`src/rtl/aot_pkg.sv`:
```
// Shared constants, codes and types for the adaptive obstacle threshold block.
`timescale 1ns / 1ps
`default_nettype none
package aot_pkg;

  // Field widths
  localparam int SampleBits = 12;
  localparam int ThrBits    = 13;
  localparam int BiasBits   = 10;
  localparam int MarginBits = 12;
  localparam int SumBits    = 16;
  localparam int CntBits    = 4;
  localparam int StatBits   = 2;
  localparam int TrigBits   = 3;

  // Lanes, one per sensor channel
  localparam int NumLanes   = 3;
  localparam int LaneLeft   = 0;
  localparam int LaneFront  = 1;
  localparam int LaneRight  = 2;

  // Signed width for the near-level compare
  localparam int WideBits = ((SampleBits > ThrBits) ? SampleBits : ThrBits) + 3;

  // Width of the blend numerator avg + 2*base, signed
  localparam int BlendBits = SumBits + 2;
  // Reciprocal of three, exact for numerators below 2^(SumBits+1)
  localparam int RecipShift = SumBits + 1;
  localparam logic [SumBits-1:0] RecipThird = SumBits'(((1 << RecipShift) + 2) / 3);
  localparam int ProdBits = RecipShift + SumBits;

  // Divider: two quotient bits per cycle
  localparam int DivSteps    = SumBits / 2;
  localparam int DivStepBits = $clog2(DivSteps);

  // Policy constants
  localparam logic [ThrBits-1:0]  ThrReset    = ThrBits'(1000);
  localparam logic [SumBits-1:0]  DevLimit    = SumBits'(50);
  localparam logic [CntBits-1:0]  StableLimit = CntBits'(10);
  localparam logic [SumBits-1:0]  BaseFloor   = SumBits'(300);
  localparam logic [TrigBits-1:0] TrigSat     = TrigBits'(7);

  // Stream packing
  localparam int InBits       = 3 * SampleBits + 1;
  localparam int InTdataBits  = ((InBits + 7) / 8) * 8;
  localparam int OutBits      = 2 * StatBits + 2 + 3 * ThrBits;
  localparam int OutTdataBits = ((OutBits + 7) / 8) * 8;

  // Configuration register indexes
  localparam int CfgIdxBits = 2;
  localparam logic [CfgIdxBits-1:0] RegLeftBias  = 2'd0;
  localparam logic [CfgIdxBits-1:0] RegFrontBias = 2'd1;
  localparam logic [CfgIdxBits-1:0] RegRightBias = 2'd2;
  localparam logic [CfgIdxBits-1:0] RegNearMargin = 2'd3;

  // Trigger status codes
  typedef enum logic [StatBits-1:0] {
    StNone  = 2'd0,
    StLeft  = 2'd1,
    StFront = 2'd2,
    StRight = 2'd3
  } status_e;

  // What one lane reports to the merge stage
  typedef struct packed {
    logic trig;
    logic near;
    logic busy;
  } lane_stat_t;

  // Merged classification of one request
  typedef struct packed {
    status_e trig_status;
    status_e limited_status;
    logic    near_flag;
    logic    front_close_flag;
  } merge_res_t;

endpackage
`default_nettype wire

```
`src/rtl/aot_lane.sv`:
```
// One sensor channel: threshold compare, running average and threshold adaptation.
`timescale 1ns / 1ps
`default_nettype none
module aot_lane (
  input  wire logic                            clk_i,
  input  wire logic                            rst_ni,
  input  wire logic                            start_i,
  input  wire logic                            adapt_i,
  input  wire logic [aot_pkg::SampleBits-1:0]  sample_i,
  input  wire logic [aot_pkg::BiasBits-1:0]    bias_i,
  input  wire logic [aot_pkg::MarginBits-1:0]  margin_i,
  output aot_pkg::lane_stat_t                  stat_o,
  output logic [aot_pkg::ThrBits-1:0]          thr_o
);

  typedef enum logic [1:0] {
    LIdle,
    LDiv,
    LEval,
    LUpd
  } lane_state_e;

  lane_state_e state_q, state_d;

  logic [aot_pkg::SumBits-1:0]     sum_q, sum_d;
  logic [aot_pkg::CntBits-1:0]     cnt_q, cnt_d;
  logic [aot_pkg::ThrBits-1:0]     thr_q, thr_d;
  logic [aot_pkg::SumBits-1:0]     dq_q, dq_d;
  logic [aot_pkg::CntBits-1:0]     dv_q, dv_d;
  logic [aot_pkg::CntBits-1:0]     rem_q, rem_d;
  logic [aot_pkg::DivStepBits-1:0] step_q, step_d;
  logic [aot_pkg::SampleBits-1:0]  smp_q, smp_d;
  logic [aot_pkg::ProdBits-1:0]    prod_q, prod_d;
  logic                            neg_q, neg_d;

  logic signed [aot_pkg::WideBits-1:0]  level;
  logic [aot_pkg::SumBits-1:0]          sum_inc;
  logic [aot_pkg::CntBits-1:0]          cnt_inc;
  logic [aot_pkg::SumBits-1:0]          div_q;
  logic [aot_pkg::CntBits-1:0]          div_r;
  logic [aot_pkg::CntBits:0]            part;
  logic signed [aot_pkg::SumBits:0]     diff;
  logic [aot_pkg::SumBits-1:0]          dev;
  logic signed [aot_pkg::BlendBits-1:0] base;
  logic signed [aot_pkg::BlendBits-1:0] numer;
  logic [aot_pkg::SumBits-1:0]          third;
  logic [aot_pkg::SumBits-1:0]          blended;
  logic [aot_pkg::SumBits-1:0]          thr_sum;

  // Compare against the threshold held before this request
  assign level = $signed(aot_pkg::WideBits'(thr_q)) - $signed(aot_pkg::WideBits'(bias_i))
               + $signed(aot_pkg::WideBits'(margin_i));
  assign stat_o.trig = aot_pkg::WideBits'(sample_i) > aot_pkg::WideBits'(thr_q);
  assign stat_o.near = $signed(aot_pkg::WideBits'(sample_i)) > level;
  assign stat_o.busy = (state_q != LIdle);
  assign thr_o       = thr_q;

  assign sum_inc = sum_q + aot_pkg::SumBits'(sample_i);
  assign cnt_inc = cnt_q + aot_pkg::CntBits'(1);

  // Two restoring division steps per cycle
  always_comb begin
    div_q = dq_q;
    div_r = rem_q;
    part  = '0;
    for (int k = 0; k < 2; k++) begin
      part  = {div_r, div_q[aot_pkg::SumBits-1]};
      div_q = {div_q[aot_pkg::SumBits-2:0], 1'b0};
      if (part >= {1'b0, dv_q}) begin
        part     = part - {1'b0, dv_q};
        div_q[0] = 1'b1;
      end
      div_r = part[aot_pkg::CntBits-1:0];
    end
  end

  // Deviation of the average from the sample and the blend numerator
  assign diff  = $signed({1'b0, dq_q}) - $signed((aot_pkg::SumBits + 1)'(smp_q));
  assign dev   = diff[aot_pkg::SumBits] ? aot_pkg::SumBits'(-diff)
                                        : diff[aot_pkg::SumBits-1:0];
  assign base  = $signed(aot_pkg::BlendBits'(thr_q)) - $signed(aot_pkg::BlendBits'(bias_i));
  assign numer = $signed(aot_pkg::BlendBits'(dq_q)) + (base <<< 1);

  // Divide by three, floor at the minimum base, add the bias back
  assign third   = prod_q[aot_pkg::ProdBits-1:aot_pkg::RecipShift];
  assign blended = (neg_q || (third < aot_pkg::BaseFloor)) ? aot_pkg::BaseFloor : third;
  assign thr_sum = blended + aot_pkg::SumBits'(bias_i);

  always_comb begin
    state_d = state_q;
    sum_d   = sum_q;
    cnt_d   = cnt_q;
    thr_d   = thr_q;
    dq_d    = dq_q;
    dv_d    = dv_q;
    rem_d   = rem_q;
    step_d  = step_q;
    smp_d   = smp_q;
    prod_d  = prod_q;
    neg_d   = neg_q;
    case (state_q)
      LIdle: begin
        // Add the sample to the run and start the average
        if (start_i && adapt_i) begin
          sum_d   = sum_inc;
          cnt_d   = cnt_inc;
          dq_d    = sum_inc;
          dv_d    = cnt_inc;
          rem_d   = '0;
          step_d  = '0;
          smp_d   = sample_i;
          state_d = LDiv;
        end
      end
      LDiv: begin
        dq_d   = div_q;
        rem_d  = div_r;
        step_d = step_q + aot_pkg::DivStepBits'(1);
        if (step_q == aot_pkg::DivStepBits'(aot_pkg::DivSteps - 1)) begin
          state_d = LEval;
        end
      end
      LEval: begin
        // Restart the run on a large deviation, blend after a stable run
        prod_d  = aot_pkg::ProdBits'(numer[aot_pkg::RecipShift-1:0]) *
                  aot_pkg::ProdBits'(aot_pkg::RecipThird);
        neg_d   = numer[aot_pkg::BlendBits-1];
        state_d = LIdle;
        if (dev > aot_pkg::DevLimit) begin
          sum_d = '0;
          cnt_d = '0;
        end else if (cnt_q > aot_pkg::StableLimit) begin
          cnt_d   = '0;
          state_d = LUpd;
        end
      end
      LUpd: begin
        thr_d   = thr_sum[aot_pkg::ThrBits-1:0];
        state_d = LIdle;
      end
      default: state_d = LIdle;
    endcase
  end

  always_ff @(posedge clk_i or negedge rst_ni) begin
    if (!rst_ni) begin
      state_q <= LIdle;
      sum_q   <= '0;
      cnt_q   <= '0;
      thr_q   <= aot_pkg::ThrReset;
      step_q  <= '0;
    end else begin
      state_q <= state_d;
      sum_q   <= sum_d;
      cnt_q   <= cnt_d;
      thr_q   <= thr_d;
      step_q  <= step_d;
    end
  end

  always_ff @(posedge clk_i) begin
    dq_q   <= dq_d;
    dv_q   <= dv_d;
    rem_q  <= rem_d;
    smp_q  <= smp_d;
    prod_q <= prod_d;
    neg_q  <= neg_d;
  end

endmodule
`default_nettype wire

```
`src/rtl/aot_merge.sv`:
```
// Merge stage: status priority, near flags and the consecutive-trigger limiter.
`timescale 1ns / 1ps
`default_nettype none
module aot_merge (
  input  wire logic                clk_i,
  input  wire logic                rst_ni,
  input  wire logic                accept_i,
  input  wire aot_pkg::lane_stat_t lane_i [aot_pkg::NumLanes],
  output aot_pkg::merge_res_t      res_o
);

  aot_pkg::status_e              status;
  logic [aot_pkg::TrigBits-1:0]  trig_cnt_q, trig_cnt_d;
  aot_pkg::merge_res_t           res_q, res_d;

  // Right overrides front, front overrides left
  always_comb begin
    if (lane_i[aot_pkg::LaneRight].trig) begin
      status = aot_pkg::StRight;
    end else if (lane_i[aot_pkg::LaneFront].trig) begin
      status = aot_pkg::StFront;
    end else if (lane_i[aot_pkg::LaneLeft].trig) begin
      status = aot_pkg::StLeft;
    end else begin
      status = aot_pkg::StNone;
    end
  end

  // Count consecutive triggering requests, saturate, clear on a quiet one
  always_comb begin
    trig_cnt_d = trig_cnt_q;
    res_d      = res_q;
    if (accept_i) begin
      if (status == aot_pkg::StNone) begin
        trig_cnt_d = '0;
      end else if (trig_cnt_q < aot_pkg::TrigSat) begin
        trig_cnt_d = trig_cnt_q + aot_pkg::TrigBits'(1);
      end
      res_d.trig_status      = status;
      res_d.limited_status   = (trig_cnt_d >= aot_pkg::TrigSat) ? aot_pkg::StNone : status;
      res_d.front_close_flag = lane_i[aot_pkg::LaneFront].near;
      res_d.near_flag        = lane_i[aot_pkg::LaneLeft].near ||
                               lane_i[aot_pkg::LaneFront].near ||
                               lane_i[aot_pkg::LaneRight].near;
    end
  end

  always_ff @(posedge clk_i or negedge rst_ni) begin
    if (!rst_ni) begin
      trig_cnt_q <= '0;
    end else begin
      trig_cnt_q <= trig_cnt_d;
    end
  end

  always_ff @(posedge clk_i) begin
    res_q <= res_d;
  end

  assign res_o = res_q;

endmodule
`default_nettype wire

```
`src/rtl/adaptive_obstacle_threshold_top.sv`:
```
// Top level: stream ports, configuration registers, three channel lanes and the merge stage.
// Without adaptation the result register loads once the request is registered and the
// output is free; with adaptation each lane first runs its two-bit-per-cycle average
// division, then evaluates and, after a stable run, blends its threshold.
// Flow: one request at a time; the next is taken the cycle after the result register loads.
// Reset: asynchronous, active low; thresholds return to 1000, runs, counter and biases to 0.
`timescale 1ns / 1ps
`default_nettype none
module adaptive_obstacle_threshold_top (
  input  wire logic                                clk_i,
  input  wire logic                                rst_ni,
  input  wire logic                                s_axis_tvalid_i,
  output logic                                     s_axis_tready_o,
  // left_sample, front_sample, right_sample, adapt_enable, zero pad
  input  wire logic [aot_pkg::InTdataBits-1:0]     s_axis_tdata_i,
  output logic                                     m_axis_tvalid_o,
  input  wire logic                                m_axis_tready_i,
  // trig_status, limited_status, near_flag, front_close_flag,
  // left_threshold_now, front_threshold_now, right_threshold_now, zero pad
  output logic [aot_pkg::OutTdataBits-1:0]         m_axis_tdata_o,
  input  wire logic                                cfg_we_i,
  input  wire logic [aot_pkg::CfgIdxBits-1:0]      cfg_idx_i,
  input  wire logic [aot_pkg::MarginBits-1:0]      cfg_wdata_i
);

  logic [aot_pkg::BiasBits-1:0]   bias_q [aot_pkg::NumLanes];
  logic [aot_pkg::MarginBits-1:0] margin_q;

  logic                           busy_q;
  logic                           out_valid_q;
  logic [aot_pkg::OutTdataBits-1:0] out_data_q;

  logic                           accept;
  logic                           adapt_go;
  logic                           lanes_idle;
  logic                           load;
  logic [aot_pkg::SampleBits-1:0] sample [aot_pkg::NumLanes];
  aot_pkg::lane_stat_t            lane_stat [aot_pkg::NumLanes];
  logic [aot_pkg::ThrBits-1:0]    lane_thr [aot_pkg::NumLanes];
  aot_pkg::merge_res_t            merged;

  // Unpack the request
  assign sample[aot_pkg::LaneLeft]  = s_axis_tdata_i[aot_pkg::SampleBits-1:0];
  assign sample[aot_pkg::LaneFront] =
    s_axis_tdata_i[2*aot_pkg::SampleBits-1:aot_pkg::SampleBits];
  assign sample[aot_pkg::LaneRight] =
    s_axis_tdata_i[3*aot_pkg::SampleBits-1:2*aot_pkg::SampleBits];

  assign s_axis_tready_o = !busy_q;
  assign accept          = s_axis_tvalid_i && !busy_q;
  assign adapt_go        = s_axis_tdata_i[3*aot_pkg::SampleBits] &&
                           (sample[aot_pkg::LaneLeft] != '0) &&
                           (sample[aot_pkg::LaneFront] != '0) &&
                           (sample[aot_pkg::LaneRight] != '0);

  for (genvar g = 0; g < aot_pkg::NumLanes; g++) begin : g_lane
    aot_lane u_lane (
      .clk_i    (clk_i),
      .rst_ni   (rst_ni),
      .start_i  (accept),
      .adapt_i  (adapt_go),
      .sample_i (sample[g]),
      .bias_i   (bias_q[g]),
      .margin_i (margin_q),
      .stat_o   (lane_stat[g]),
      .thr_o    (lane_thr[g])
    );
  end

  aot_merge u_merge (
    .clk_i    (clk_i),
    .rst_ni   (rst_ni),
    .accept_i (accept),
    .lane_i   (lane_stat),
    .res_o    (merged)
  );

  assign lanes_idle = !lane_stat[aot_pkg::LaneLeft].busy &&
                      !lane_stat[aot_pkg::LaneFront].busy &&
                      !lane_stat[aot_pkg::LaneRight].busy;
  assign load       = busy_q && lanes_idle && (!out_valid_q || m_axis_tready_i);

  // Hold the request until its result moves to the output register
  always_ff @(posedge clk_i or negedge rst_ni) begin
    if (!rst_ni) begin
      busy_q      <= 1'b0;
      out_valid_q <= 1'b0;
    end else begin
      if (accept) begin
        busy_q <= 1'b1;
      end else if (load) begin
        busy_q <= 1'b0;
      end
      if (load) begin
        out_valid_q <= 1'b1;
      end else if (m_axis_tready_i) begin
        out_valid_q <= 1'b0;
      end
    end
  end

  // Result register
  always_ff @(posedge clk_i) begin
    if (load) begin
      out_data_q <= aot_pkg::OutTdataBits'({lane_thr[aot_pkg::LaneRight],
                                            lane_thr[aot_pkg::LaneFront],
                                            lane_thr[aot_pkg::LaneLeft],
                                            merged.front_close_flag,
                                            merged.near_flag,
                                            merged.limited_status,
                                            merged.trig_status});
    end
  end

  assign m_axis_tvalid_o = out_valid_q;
  assign m_axis_tdata_o  = out_data_q;

  // Configuration registers
  always_ff @(posedge clk_i or negedge rst_ni) begin
    if (!rst_ni) begin
      bias_q[aot_pkg::LaneLeft]  <= '0;
      bias_q[aot_pkg::LaneFront] <= '0;
      bias_q[aot_pkg::LaneRight] <= '0;
      margin_q                   <= '0;
    end else if (cfg_we_i) begin
      case (cfg_idx_i)
        aot_pkg::RegLeftBias:   bias_q[aot_pkg::LaneLeft]  <= cfg_wdata_i[aot_pkg::BiasBits-1:0];
        aot_pkg::RegFrontBias:  bias_q[aot_pkg::LaneFront] <= cfg_wdata_i[aot_pkg::BiasBits-1:0];
        aot_pkg::RegRightBias:  bias_q[aot_pkg::LaneRight] <= cfg_wdata_i[aot_pkg::BiasBits-1:0];
        aot_pkg::RegNearMargin: margin_q <= cfg_wdata_i;
        default: ;
      endcase
    end
  end

endmodule
`default_nettype wire
```
`config.mk`:
```
export PLATFORM = sky130hd
export DESIGN_NAME = adaptive_obstacle_threshold_top
export DESIGN_NICKNAME = d
export VERILOG_FILES = /design/src/rtl/aot_pkg.sv /design/src/rtl/aot_lane.sv /design/src/rtl/aot_merge.sv /design/src/rtl/adaptive_obstacle_threshold_top.sv
export SDC_FILE = /design/constraint.sdc
export NUM_CORES = 2
export LEC_CHECK = 0
export BUFFER_PORTS_ARGS = -buffer_cell sky130_fd_sc_hd__buf_2
export CORE_ASPECT_RATIO = 1.2
export CORE_MARGIN = 2
export CORE_UTILIZATION = 40
export CTS_BUF_LIST = sky130_fd_sc_hd__clkbuf_4 sky130_fd_sc_hd__clkbuf_8 sky130_fd_sc_hd__clkbuf_16
export DETAILED_ROUTE_END_ITERATION = 8
export RECOVER_POWER = 25
export SETUP_SLACK_MARGIN = 0.5
export SYNTH_ARGS = -nofsm -noshare
export SYNTH_HDL_FRONTEND = slang
export SYNTH_SLANG_ARGS = --single-unit
```
`constraint.sdc`:
```
create_clock -name clk_i -period 9.8 [get_ports clk_i]
set_clock_uncertainty 0.05 [all_clocks]
set_input_delay 0.49 -clock clk_i [delete_from_list [all_inputs] [get_ports clk_i]]
set_output_delay 0.49 -clock clk_i [all_outputs]
set_load 0.02 [all_outputs]
```
==> qor.txt <==
Drt drc = 0
Initial DRC Count = 1665
Unrepaired setup endpoints after global routing = yes
Synth area leaders = ha_1, edfxtp_1, fa_1
Worst setup EP type = flop
Crit path launch = g_lane[0].u_lane.thr_o[0]
Core Region = 103000 um2
I/O pins = 109
Post-Route WL = 107000 um
FF-to-FF Start = g_lane[0].u_lane.thr_o[0]
Slew @ Worst Pin = 3.65 ns
Synth Cell Area = 41500 um2
Cell with the most instances after synthesis = inv_1
ANT nets after route = 0
# setup viols final = 0
CTS tree = built
Post-DP HPWL = 88500 um
Hold Path Class = input port to flop
Setup slack, reg-to-reg = 0.68 ns
Post-synth top area cell = ha_1
IO buf count = 102
Clk Latency, worst-skew pair = 0.60 ns
Vias = 31.1k
Crit-path max cell delay = 0.50 ns
Cells after DPL = 5804
Final setup margin = 0.681 ns
Number of synthesized flops with an enable pin = 210
Commonest cells post-synth = inv_1, ha_1, fa_1
TritonCTS buffer count = 43
Vias per cell = 5.23
Pre-CTS WS = -0.0831 ns
GRT Residual Overflow = 0
Reg2reg path depth = 39
Max Cap Viol = 1
Status = finished with violations
# nets final = 5596
Die X = 298 um
GRT Total Usage = 0.203
Final Hold Vio Count = 0
Unique masters post-synth = 97
DP Area = 44000 um2
CP arrival = 9.39 ns
Routability Congestion = 0.913
Asr flop ratio synth = 0.434
Routed len/inst = 18.1 um
Post-route cell area = 46600 um2
Non-Filler Instances = 5938
Failing checks = capacitance limit, slew limit
Fin crit share = 0.931
H-tree Lvls = 2
Critical Path Sink = g_lane[0].u_lane.prod_q[30]
Headroom to the max-slew limit = -1.43
Register bit total from synthesis = 371
Tmin final = 9.12 ns
Fillers = 9945
Synth Flop Type = edfxtp_1
Drt first pass iters = 5
Initial antenna violation count = 7
Setup_tns = 0 ns
CTS Root Cell = clkbuf_16
WS Path Type = flop to flop
CP required = 10.07 ns
Syn. warnings = 0
Die ar. = 106000 um2
Top cell type's share of synthesized area = 0.219
RR Endpoint = g_lane[0].u_lane.prod_q[30]
Clk slew on worst S/H paths = 0.06 ns
Worst Path Max Fanout = 6
Height of the die = 357 um
Post-synthesis sequential area ratio = 0.250
Share of cells above drive strength 1 = 0.102
Crit-path slowest cell = fa_1
Post-Synthesis Cells = 4308
Initial Utilization = 0.403
Number of max-slew violations in the final report = 57
Vias in the first global route = 31.2k
Pin count of the biggest net entering global routing = 60
Max clock buf depth = 3
Syn_area_per_cell = 9.62 um2
Startpoint types = flop
Maximum clock rate = 110 MHz
Global-route wire length before repair = 171000 um
Rows = 129
Area Overhead vs Synth = 12.3%
# clock sinks = 371
==> final cells by class <==
| type | instances | area, um2 | area share |
|---|---|---|---|
| Timing Repair Buffer | 225 | 1380 | 0.0296 |
| Multi-Input combinational cell | 3152 | 28800 | 0.619 |
| Antenna cell | 2 | 5.00 | 0.000107 |
| Sequential cell | 371 | 10400 | 0.222 |
| Clock inverter | 27 | 339 | 0.00728 |
| Inverter | 733 | 2750 | 0.0591 |
| Clock buffer | 53 | 1200 | 0.0258 |
| Tap cell | 1375 | 1720 | 0.0369 |
==> layout by cell type (no fill, tap or decap), types with 20 or more instances in the layout <==
cell	instances
ha_1	706
xnor2_1	150
a31oi_1	21
nand3_1	71
nand4_1	39
a21oi_2	20
o211ai_1	22
clkbuf_16	44
dfrtp_1	143
o21a_1	49
and3_1	21
or3_1	27
buf_4	113
nor3_1	69
o21bai_1	26
a22o_1	42
edfxtp_1	210
nor2b_1	67
nor2_1	198
nand2_1	278
o31ai_1	20
a21oi_1	187
buf_2	63
clkbuf_1	45
inv_1	726
mux2_2	50
o21ai_0	190
nor4_1	20
and2_1	29
xor2_1	81
nand2b_1	53
a211oi_1	22
fa_1	283
a21o_1	99
==> routing by layer <==
layer	wire length, um	vias up	share of wire	track usage
met1	48200	15000	0.45	0.265
met2	51300	511	0.48	0.349
met3	4120	148	0.038	0.0245
met5	50	-	0.00047	0
met4	3650	8	0.034	0.0675
li1	-	15300	-	-
==> kinds of logic (layout without fill, tap and decap cells) <==
kind of cell	count (synthesis)	in the layout	synth area share
AOI/OAI and AO/OA	875	875	0.139
xor gates and xnor gates	253	253	0.0540
DFF	371	371	0.250
buffers and inverters	787	1038	0.0723
adders and majority gates	1012	1012	0.357
and+or+nand+nor	952	952	0.113
other	1	5	0.0000904
muxes	57	57	0.0153
==> flip-flops by register name, indices dropped and copies added (netlist names) <==
| register | cells |
|---|---|
| margin_q | 12 |
| g_lane.u_lane.smp_q | 36 |
| g_lane.u_lane.rem_q | 12 |
| g_lane.u_lane.prod_q | 48 |
| u_merge.trig_cnt_q | 3 |
| g_lane.u_lane.dv_q | 12 |
| u_merge.res_o | 6 |
| g_lane.u_lane.thr_o | 39 |
| busy_q | 1 |
| g_lane.u_lane.cnt_q | 12 |
| m_axis_tvalid_o | 1 |
| bias_q | 30 |
| g_lane.u_lane.sum_q | 48 |
| g_lane.u_lane.step_q | 9 |
| g_lane.u_lane.state_q | 6 |
| m_axis_tdata_o | 45 |
| g_lane.u_lane.neg_q | 3 |
| g_lane.u_lane.dq_q | 48 |
==> stage by stage <==
stage | hold slack, ns | utilization
after floorplan | 0.144 | -
after detailed placement | 0.419 | 0.428
after global routing | 0.0822 | 0.452
after CTS | 0.0483 | 0.446
after global placement | 0.411 | 0.428
final | 0.0837 | 0.452
==> worst max-delay path: cells and delay by family, from the launching register on <==
kind | cells | cell delay (ns)
compound gates | 13 | 2.84
flops | 1 | 0.38
buf+inv | 6 | 0.47
fa+ha+maj | 10 | 3.79
xor+xnor | 3 | 0.51
simple gates | 7 | 0.81
==> worst min-delay path by stage <==
stage,startpoint,cells past startpoint,endpoint
finish,s_axis_tvalid_i,3,busy_q
global route,cfg_wdata_i[11],2,margin_q[11]
CTS,s_axis_tvalid_i,3,busy_q
detailed placement,g_lane[0].u_lane.step_q[0],1,g_lane[0].u_lane.step_q[0]
global placement,g_lane[0].u_lane.step_q[0],1,g_lane[0].u_lane.step_q[0]
floorplan,rst_ni,0,bias_q[0]
==> what timing repair did <==
action / in CTS / in global routing
hold endpoints to repair: 53 / 0
pin swaps: 22 / 67
resized for setup: 47 / 111
endpoints found under the setup margin: 16 / 24
gates cloned: 0 / 0
hold buffers: 1 / 0
setup buffers: 19 / 32
Power is not shown: default switching activity piles up to over one toggle a cycle in this logic, so the estimate is an artifact.
